--- src/hdl/gbsp_ram.sv ---
// Single-port synchronous RAM with registered read data.
// Depends on nothing.
`timescale 1ns / 1ps
module gbsp_ram #(
  parameter int Depth = 16,
  parameter int Width = 1
) (
  input  logic                     clk,
  input  logic                     we,
  input  logic [$clog2(Depth)-1:0] addr,
  input  logic [Width-1:0]         wdata,
  output logic [Width-1:0]         rdata
);
  logic [Width-1:0] mem [Depth];

  // Read first (a write returns the old word), read registered.
  always_ff @(posedge clk) begin
    if (we) begin
      mem[addr] <= wdata;
    end
    rdata <= mem[addr];
  end
endmodule

--- config.mk ---
export PLATFORM = sky130hd
export DESIGN_NAME = gbsp_ram
export DESIGN_NICKNAME = d
export VERILOG_FILES = /design/src/hdl/gbsp_ram.sv
export SDC_FILE = /design/constraint.sdc
export NUM_CORES = 1
export LEC_CHECK = 0
export BUFFER_PORTS_ARGS = -buffer_cell sky130_fd_sc_hd__buf_4
export CORE_MARGIN = 2
export CORE_UTILIZATION = 49
export CTS_CLUSTER_SIZE = 40
export DETAILED_ROUTE_END_ITERATION = 16
export PLACE_DENSITY_LB_ADDON = 0.12
export SLEW_MARGIN = 20
export SYNTH_ARGS = -nofsm -noshare
export SYNTH_HDL_FRONTEND = slang
export SYNTH_SLANG_ARGS = --single-unit
--- constraint.sdc ---
create_clock -name clk -period 1.2 [get_ports clk]
set_clock_uncertainty 0.05 [all_clocks]
set_input_delay 0.06 -clock clk [delete_from_list [all_inputs] [get_ports clk]]
set_output_delay 0.06 -clock clk [all_outputs]
set_load 0.005 [all_outputs]
==> results of run 1 <==
-- power groups by stage --
stage	Clock (uW)	Combinational [uW]	Sequential [uW]
2_1_floorplan	0	52.3	679
3_3_place_gp	0	101	679
3_5_place_dp	0	106	679
4_1_cts	307	108	666
5_1_grt	328	117	667
6_report	298	107	666
-- what timing repair did --
item | CTS | global route
setup buffers | 0 | 0
cloned | 0 | 0
endpoints found under the setup margin | 1 | 1
gates resized for setup | 4 | 0
-- how the worst min path moves through the flow --
stage	start	to	slack (ps)
2_1_floorplan	wdata	mem[0]	110
3_3_place_gp	wdata	mem[6]	300
3_5_place_dp	wdata	mem[4]	320
4_1_cts	wdata	mem[10]	10
5_1_grt	wdata	mem[8]	20
6_report	wdata	mem[10]	10
-- area by class of cell --
cell class	count	area share (%)
Multi-Input combinational cell	30	26.9
Sequential cell	17	58.1
Tap cell	16	2.33
Timing Repair Buffer	11	9.59
Clock buffer	4	3.05
-- cells by family after synthesis --
family,after synthesis,synth area share [%]
flip-flops,17,65.6
buffers and inverters,2,2.13
AND/OR/NAND/NOR,23,14.6
multiplexers,7,17.7
-- critical path, stage by stage, from the launching register on --
cell and delay [ps]:
edfxtp_1 380, mux4_2 470, mux2i_1 140, mux2i_1 80
-- cell usage after synthesis (all sizes together) --
master | number | share of area [%]
or2b | 1 | 0.98
or3b | 1 | 1.1
dfxtp | 1 | 2.6
nand2b | 1 | 0.82
edfxtp | 16 | 63
mux4 | 4 | 14
nand3 | 1 | 0.66
buf | 2 | 2.1
nand3b | 2 | 2.0
mux2i | 3 | 3.9
nand2 | 1 | 0.49
nor2 | 12 | 5.9
nor3 | 4 | 2.6
-- per-stage QoR --
step / instances / utilization, % / setup TNS, ps
finish: 78 / 57.8 / -33.4
global route: 78 / 57.8 / -80.1
CTS: 78 / 57.8 / -44.2
detailed placement: 74 / 57.1 / -94.1
global placement: 74 / 57.1 / -78.0
floorplan: 49 / - / 0
-- registers in the layout, indices dropped and copies added (netlist names) --
register,count
rdata,1
mem,16
-- cells in the final DEF, fill, tap and decap left out, drive strengths merged --
master	netlist	layout
buf	2	11
clkbuf	0	4
dfxtp	1	1
edfxtp	16	16
mux2i	3	3
mux4	4	4
nand2	1	1
nand2b	1	1
nand3	1	1
nand3b	2	2
nor2	12	12
nor3	4	4
or2b	1	1
or3b	1	1
-- layer usage --
| metal | track usage (%) | wire, um |
|---|---|---|
| met5 | 0 | 0 |
| met4 | 9.09 | 0 |
| met3 | 3.75 | 89 |
| met2 | 26.3 | 662 |
| met1 | 19.5 | 564 |
==> results.txt, run 1 <==
----------------------------------------------------
[Clock tree]
  Clock tree from TritonCTS ... built
  Reg clk slew, reported paths ... 90 ps
  Number of buffers added by the clock tree synthesis step ... 3
  Later-pin clock latency in the skew report ... ~290 ps
  Root Buffer ... clkbuf_4
  Number of H-tree branching levels ... 1
  Count of hold buffers inserted by post-cts repair ... 0
  Number of clock sinks ... 17
  Max Buffers Root-to-Sink ... 2

[Die]
  Area enclosed by the die boundary ... 0.00189 mm2
  Die extent in y ... 43.5 um
  IO Count ... 8
  Initial cell density of the core ... between 50% and 60%
  Area of the core region ... 0.00149 mm2
  Row count ... 14
  Die extent in x ... 43.5 um

[Synth]
  Post-Synthesis Cells ... 49
  Post-synthesis instance area ... 763 um2
  Post-synthesis net count ... 56
  Synth warn ... 0
  Average footprint of a synthesized cell ... approximately 16 um2
  Library cells used by synthesis ... 14
  Count of state elements after synthesis ... 17
  Sequential cell area fraction in the yosys report ... 65.6%

[Power and ir drop]
  Static Leakage ... between 0.0002 and 0.0003 uW
  Sequential share of power ... slightly above 60%
  Reported net switching power ... 225 uW
  Clock group share of total power ... 27.8%
  Design internal power ... 846 uW
  Combinational group share of total power ... 10.0%
  Worst VDD drop ... 703 uV
  Power Total ... between 1000 and 1500 uW
  Power density of the placed cells ... between 1000 and 1500 mW/mm2
  Net switching fraction of the power ... 21.0%

[Worst setup path]
  Type of the setup path with the least slack ... flip-flop to flip-flop
  Depth of the worst register-to-register path ... 3
  Register-to-register setup slack ... -30 ps
  Startpoint of the worst register-to-register path ... mem[11]
  Critical path startpoint category ... flip-flop
  End point of the critical path ... rdata
  Endpoint arrival time on the critical path ... 1370 ps
  Reg2reg end ... rdata
  Worst Setup End Kind ... flip-flop
  Source of the critical timing path ... mem[11]
  Data required time at the worst endpoint ... approximately 1300 ps
  Worst-path fanout max ... 1

[GRT]
  Antenna violations before repair ... 0
  Vias in the first global route ... 479
  Pin count of the biggest net entering global routing ... 17
  Global-route wire length before repair ... 2130 um
  Total global-route track usage ... 16.0%
  Gr ovfl total ... 0

[STA]
  Worst Max-Slew Pin Slew ... 184 ps
  Unrepaired setup endpoints after global routing ... yes
  Clock period minus final worst setup slack ... 1230 ps
  Slew headroom ... 87.7%
  Number of max-slew violations in the final report ... 0
  Final Hold Viols ... 0
  Post-route setup slack ... -33.4 ps
  Period Utilization, post-route ... 103%
  Max frequency ... 811 MHz
  Endpoints failing setup ... 1
  Post-route worst hold slack ... approximately 12 ps

[Place]
  Placed cell area ... 850 um2
  Dpl hpwl ... just over 900 um
  Count of input and output buffers ... 7
  Setup WS pre-CTS ... -78.0 ps
  Final RePlAce weighted congestion ... 0.731

[Route]
  Number of detailed-route iterations in the first pass ... 4
  Number of nets with antenna violations after routing ... 0
  Routed wire length per instance ... 16.9 um
  Total length of routed wires ... approximately 1300 um
  Vias ... ~450
  Number of design rule violations left after detail routing ... 0
  Via count normalized by instance count ... ~5.8
  Initial drt markers ... 11

[Layout]
  Fill cell count ... 130
  Multi-input gate area ... 231 um2
  Area grow syn2layout ... 12.8%
  # nets final ... 70
  Inserted Diodes ... 0
  Layout cells sized above 1 ... ~30%
  Total area of sequential cells ... around 500 um2
  Post-layout instance area ... 861 um2

[Min path]
  Min-delay worst type ... input pin to flip-flop
  Cell depth of the worst hold path ... 1

[Run]
  MaxCap Viol Count ... 0

[Run status]
  Violations in the final reports ... negative setup slack
  Run status ... finished, violations left

----------------------------------------------------
Note: power is estimated with default switching activity, not from simulation.
==> run 2: changes to the inputs <==
Settings changed: PLACE_DENSITY set to 0.71, PLACE_DENSITY_LB_ADDON 0.12 to not set, RECOVER_POWER set to 100.
==> run 2 against run 1 <==
The run still ends with negative setup slack left. Clock power shrank 3%. First-iteration DRC count shrank 45%. Die area is the same. Core utilization shrank 0.76 points. Fmax shrank 3.3%. Clock-buffer cell count is the same. Register-to-register slack lost 40 ps. Non-clock buffer count is the same.
==> results.txt, run 2 (synthesis results as in run 1) <==
----------------------------------------------------
[Clock tree]
  Later-pin clock latency in the skew report ... 280 ps (about the same)
  # resized after CTS ... 2 (-2)
  Root Buffer ... clkbuf_4
  Number of H-tree branching levels ... 1 (unchanged)
  Clock tree from TritonCTS ... built
  Max Buffers Root-to-Sink ... 2 (unchanged)
  Number of buffers added for setup after CTS ... 0 (unchanged)
  Count of hold buffers inserted by post-cts repair ... 0 (unchanged)
  Reg clk slew, reported paths ... 90 ps (about the same)
  Number of clock sinks ... 17 (unchanged)
  Number of buffers added by the clock tree synthesis step ... 3 (unchanged)

[Die]
  Die extent in y ... 43.5 um (unchanged)
  Die extent in x ... 43.5 um (unchanged)
  IO Count ... 8 (unchanged)
  Initial cell density of the core ... 51.3% (unchanged)
  Area of the core region ... 0.00149 mm2 (unchanged)
  Area enclosed by the die boundary ... 0.00189 mm2 (unchanged)
  Row count ... 14 (unchanged)

[Route]
  Vias ... 440 (-2.9%)
  Initial drt markers ... 6 (-5)
  Number of design rule violations left after detail routing ... 0 (unchanged)
  Via count normalized by instance count ... 5.64 (-2.9%)
  Number of nets with antenna violations after routing ... 0 (unchanged)
  Total length of routed wires ... 1220 um (-7.2%)
  Routed wire length per instance ... 15.7 um (-7.2%)
  Number of detailed-route iterations in the first pass ... 4 (unchanged)

[STA]
  Number of max-slew violations in the final report ... 0 (unchanged)
  Clock period minus final worst setup slack ... 1280 ps (+41.9 ps)
  Worst Max-Slew Pin Slew ... 592 ps (+408 ps)
  Post-route setup slack ... -75.4 ps (-41.9 ps)
  Slew headroom ... 60.5% (-27 points)
  Final Hold Viols ... 0 (unchanged)
  Period Utilization, post-route ... 106% (+3.5 points)
  Max frequency ... 784 MHz (-3.3%)
  Endpoints failing setup ... 1 (unchanged)
  Unrepaired setup endpoints after global routing ... yes
  Final total negative setup slack ... -75.4 ps (-41.9 ps)

[Place]
  Count of input and output buffers ... 7 (unchanged)
  Dpl cells ... 74 (unchanged)
  Final RePlAce weighted congestion ... 0.689 (-5.8%)
  Placed cell area ... 850 um2 (unchanged)
  Dpl hpwl ... 831 um (-8.5%)

[Worst setup path]
  Worst-path fanout max ... 1 (unchanged)
  Endpoint arrival time on the critical path ... 1390 ps (+20 ps)
  Reg2reg end ... rdata
  Type of the setup path with the least slack ... flip-flop to flip-flop
  Startpoint of the worst register-to-register path ... mem[6]
  Critical path startpoint category ... flip-flop
  Worst Setup End Kind ... flip-flop
  Depth of the worst register-to-register path ... 3 (unchanged)
  Register-to-register setup slack ... -80 ps (-40 ps)
  Data required time at the worst endpoint ... 1320 ps (about the same)

[Power and ir drop]
  Power density of the placed cells ... 1240 mW/mm2 (-0.12%)
  Worst VDD drop ... 705 uV (+0.29%)
  Static Leakage ... 0.000286 uW (-3.9%)

[GRT]
  Gr ovfl total ... 0 (unchanged)
  Met3 Resource Use GR ... 2.92% (-0.83 points)
  Grt peak-use layer ... met2
  Antenna violations before repair ... 0 (unchanged)
  Total global-route track usage ... 15.3% (-0.69 points)
  Global-route wire length before repair ... 1990 um (-6.5%)
  Pin count of the biggest net entering global routing ... 17 (unchanged)
  Grt met2 use ... 23.3% (-3.0 points)
  Vias in the first global route ... 422 (-12%)
  Met1 Use GR ... 19.8% (+0.29 points)

[Layout]
  Commonest cells after routing, fill and taps aside ... 16 x edfxtp_1, 12 x nor2_1, 6 x clkbuf_4
  Area grow syn2layout ... 11.3%
  Registers with the most flip-flops ... mem: 16 flops, rdata: 1 flops
  Post-layout instance area ... 850 um2 (-1.3%)
  Most common cell after layout, fill and taps aside ... edfxtp_1
  Finished Layout Cells ... 78 (unchanged)
  Flip-flop count of the largest register, all copies and words added ... 16 (unchanged)
  Fill cell count ... 135 (+3.8%)
  # nets final ... 70 (unchanged)
  Reg with most FFs ... mem
  Inserted Diodes ... 0 (unchanged)
  Layout cells sized above 1 ... 25.8% (-4.8 points)

[Run status]
  Run status ... finished, violations left
  Violations in the final reports ... negative setup slack

[Min path]
  Endpoint, Worst Hold ... rdata
  Hold path start ... addr[2]
  Min-delay worst type ... input pin to flip-flop
  Cell depth of the worst hold path ... 3 (+2)

[Run]
  MaxCap Viol Count ... 0 (unchanged)

----------------------------------------------------
-- run 2: cell count changes in the layout (fill, tap and decap cells not counted) --
cell | previous run | this run
buf_4 | 11 | 5
clkbuf_4 | 3 | 6
clkbuf_1 | 1 | 4
-- run 2: worst max path at each step --
stage | depth (start not counted) | start | endpoint | slack [ps]
after CTS | 3 | mem[13] | rdata | -90
after detailed placement | 3 | mem[13] | rdata | -130
after floorplan | 3 | mem[13] | rdata | 20
after global routing | 3 | mem[6] | rdata | -120
final | 3 | mem[6] | rdata | -80
after global placement | 3 | mem[6] | rdata | -60
-- run 2: through the flow --
| step | hold WS (ps) | power (uW) | worst slack, ps | util (%) |
|---|---|---|---|---|
| floorplan | 109 | 732 | 15.4 | - |
| global placement | 316 | 782 | -61.1 | 57.1 |
| detailed placement | 327 | 784 | -129 | 57.1 |
| CTS | 23.4 | 1080 | -92.4 | 58.3 |
| global route | 49.4 | 1110 | -122 | 57.1 |
| finish | 63.7 | 1060 | -75.4 | 57.1 |
-- run 2: where the power goes --
part	leakage [uW]	internal (uW)	switching, uW
registers	0.000153	663	3.47
clock network	0.0000150	129	161
logic	0.000118	48.6	51.2
total	0.000286	840	215
-- run 2: final cells by class --
| cell class | count | area [um2] | share of cell area [%] |
|---|---|---|---|
| Sequential cell | 17 | 500 | 58.9 |
| Timing Repair Buffer | 11 | 71.3 | 8.39 |
| Multi-Input combinational cell | 30 | 231 | 27.2 |
| Clock buffer | 4 | 26.3 | 3.09 |
| Tap cell | 16 | 20.0 | 2.36 |
-- run 2: per-layer routing --
layer,routed length (um),share of wire (%)
met1,604,49
met2,547,45
met3,57,4.7
met4,12,0.98
met5,0,0
-- run 2: worst max-delay path, stage by stage, from the launching register on --
cell,delay (ps)
edfxtp_1,380
mux4_2,470
mux2i_1,170
mux2i_1,100
==> run 3: changes to the inputs <==
Settings changed: BUFFER_PORTS_ARGS -buffer_cell sky130_fd_sc_hd__buf_4 to -buffer_cell sky130_fd_sc_hd__buf_2.
==> run 3 against run 2 <==
The flow still finishes with violations (negative setup slack). Critical path depth unchanged. Sequential share of layout area up 0.44 points. Total power up 2.3%. Largest cell class unchanged. Highest routed layer unchanged.
==> results.txt, run 3 (synthesis results as in run 1) <==
----------------------------------------------------
[Run status]
  Run status ... finished, violations left
  Violations in the final reports ... negative setup slack

[Power and ir drop]
  Combinational group share of total power ... 8.3% (-1.2 points)
  Net switching fraction of the power ... 23.1% (+2.7 points)
  Power Total ... 1080 uW (+2.3%)
  Static Leakage ... 0.000283 uW (-1.0%)
  Power density of the placed cells ... 1280 mW/mm2 (+3.1%)
  Reported net switching power ... 250 uW (+16%)
  Worst VDD drop ... 734 uV (+4.0%)
  Sequential share of power ... 61.7% (-1.4 points)
  Clock group share of total power ... 30.0% (+2.6 points)
  Design internal power ... 830 uW (-1.2%)

[Worst setup path]
  Count of buffering cells on the critical path with inverters included ... 0 (unchanged)
  Data required time at the worst endpoint ... 1350 ps (+30 ps)
  Library cell appearing most often on the critical path ... mux2i_1
  Slowest cell on the critical path ... mux4_2
  Worst Setup End Kind ... flip-flop
  Type of the setup path with the least slack ... flip-flop to flip-flop
  Endpoint arrival time on the critical path ... 1390 ps (about the same)
  Crit-path cells ... mux4_2 -> mux2i_1 -> mux2i_1
  Critical path startpoint category ... flip-flop
  Worst-path fanout max ... 1 (unchanged)
  Maximum single-stage delay on the critical path ... 460 ps (about the same)
  Cell family with most CP delay ... multiplexers

[Die]
  Die extent in y ... 43.5 um (unchanged)
  Die extent in x ... 43.5 um (unchanged)
  Area enclosed by the die boundary ... 0.00189 mm2 (unchanged)
  IO Count ... 8 (unchanged)
  Initial cell density of the core ... 51.3% (unchanged)
  Area of the core region ... 0.00149 mm2 (unchanged)
  Row count ... 14 (unchanged)

[Route]
  Number of detailed-route iterations in the first pass ... 4 (unchanged)
  Number of nets with antenna violations after routing ... 0 (unchanged)
  Vias ... 450 (+2.3%)
  Number of design rule violations left after detail routing ... 0 (unchanged)
  Routed wire length per instance ... 15.5 um (-0.98%)
  Via count normalized by instance count ... 5.77 (+2.3%)
  Initial drt markers ... 7 (+1)
  Total length of routed wires ... 1210 um (-0.98%)

[STA]
  Final Hold Viols ... 0 (unchanged)
  Post-route setup slack ... -41.1 ps (+34.2 ps)
  Post-route worst hold slack ... 95.5 ps (+31.7 ps)
  Period Utilization, post-route ... 103% (-2.9 points)
  Endpoints failing setup ... 1 (unchanged)
  Unrepaired setup endpoints after global routing ... yes
  Clock period minus final worst setup slack ... 1240 ps (-34.2 ps)
  Slew headroom ... 62.2% (+1.6 points)
  Number of max-slew violations in the final report ... 0 (unchanged)
  Max frequency ... 806 MHz (+2.8%)
  Worst Max-Slew Pin Slew ... 567 ps (-24.4 ps)

[Run]
  MaxCap Viol Count ... 0 (unchanged)

[Clock tree]
  Clock tree from TritonCTS ... built
  Number of H-tree branching levels ... 1 (unchanged)
  Max Buffers Root-to-Sink ... 2 (unchanged)
  Number of buffers added by the clock tree synthesis step ... 3 (unchanged)
  Number of buffers added for setup after CTS ... 0 (unchanged)
  Root Buffer ... clkbuf_4
  Later-pin clock latency in the skew report ... 300 ps (+20 ps)
  Number of clock sinks ... 17 (unchanged)
  Reg clk slew, reported paths ... 110 ps (+20 ps)

[Place]
  Count of input and output buffers ... 7 (unchanged)
  Dpl hpwl ... 863 um (+3.8%)
  Final RePlAce weighted congestion ... 0.725 (+5.1%)

[Layout]
  Reg with most FFs ... mem
  Multi-input gate area ... 239 um2 (+3.2%)
  Commonest cells after routing, fill and taps aside ... 16 x edfxtp_1, 12 x nor2_1, 5 x clkbuf_1
  Registers with the most flip-flops ... mem: 16 flops, rdata: 1 flops
  Area grow syn2layout ... 10.5%
  Inserted Diodes ... 0 (unchanged)
  # nets final ... 70 (unchanged)
  Most common cell after layout, fill and taps aside ... edfxtp_1
  Total area of sequential cells ... 500 um2 (unchanged)
  Layout cells sized above 1 ... 21.0% (-4.8 points)
  Fill cell count ... 125 (-7.4%)
  Flip-flop count of the largest register, all copies and words added ... 16 (unchanged)

[Min path]
  Min-delay worst type ... input pin to flip-flop

[GRT]
  Total global-route track usage ... 15.6% (+0.31 points)
  Vias in the first global route ... 455 (+7.8%)
  Global-route wire length before repair ... 2090 um (+5.2%)
  Pin count of the biggest net entering global routing ... 17 (unchanged)
  Antenna violations before repair ... 0 (unchanged)
  Gr ovfl total ... 0 (unchanged)

----------------------------------------------------
## run 3: path summary, 6_finish.rpt
kind,cells past startpoint,slack [ps],end,startpoint
worst min-delay path,3,100,rdata,addr[2]
worst min register to register,3,700,rdata,mem[11]
worst max register to register,3,-40,rdata,mem[5]
worst max-delay path,3,-40,rdata,mem[5]
## run 3: worst register-to-register path: stages (launching register included)
cell and delay [ps]:
edfxtp_1 390, mux4_2 460, mux2i_1 150, mux2i_1 90
## run 3: timing repair
item | CTS | global route
setup endpoints to repair | 1 | 1
resized for setup | 2 | 0
hold buffers | 0 | 0
## run 3: metrics by stage
stage	cells	setup WS (ps)	util, %	area, um2	TNS, ps
4_1_cts	78	-58.7	57.4	855	-58.7
2_1_floorplan	49	15.4	-	763	0
3_3_place_gp	74	-85.2	55.9	832	-111
6_report	78	-41.1	56.6	843	-41.1
5_1_grt	78	-123	56.6	843	-123
3_5_place_dp	74	-97.1	55.9	832	-122
## run 3: per-layer routing
metal,vias up,wire [um],global-route usage (%)
li1,212,-,-
met1,219,585,22.5
met2,15,539,20.6
met3,4,52,4.17
met4,0,32,10.9
met5,-,0,0
## run 3: power groups by stage
stage / registers (uW) / logic (uW) / clock network (uW)
global placement: 679 / 93.5 / 0
finish: 666 / 89.8 / 324
detailed placement: 680 / 94.7 / 0
CTS: 666 / 96.3 / 324
floorplan: 679 / 52.3 / 0
global route: 668 / 99.7 / 351
## run 3: area by class of cell
| type | instances | area share [%] |
|---|---|---|
| tap | 16 | 2.37 |
| clock inverter | 1 | 0.890 |
| timing repair buffer | 11 | 6.38 |
| multi-input combinational | 30 | 28.3 |
| sequential | 17 | 59.3 |
| clock buffer | 3 | 2.67 |
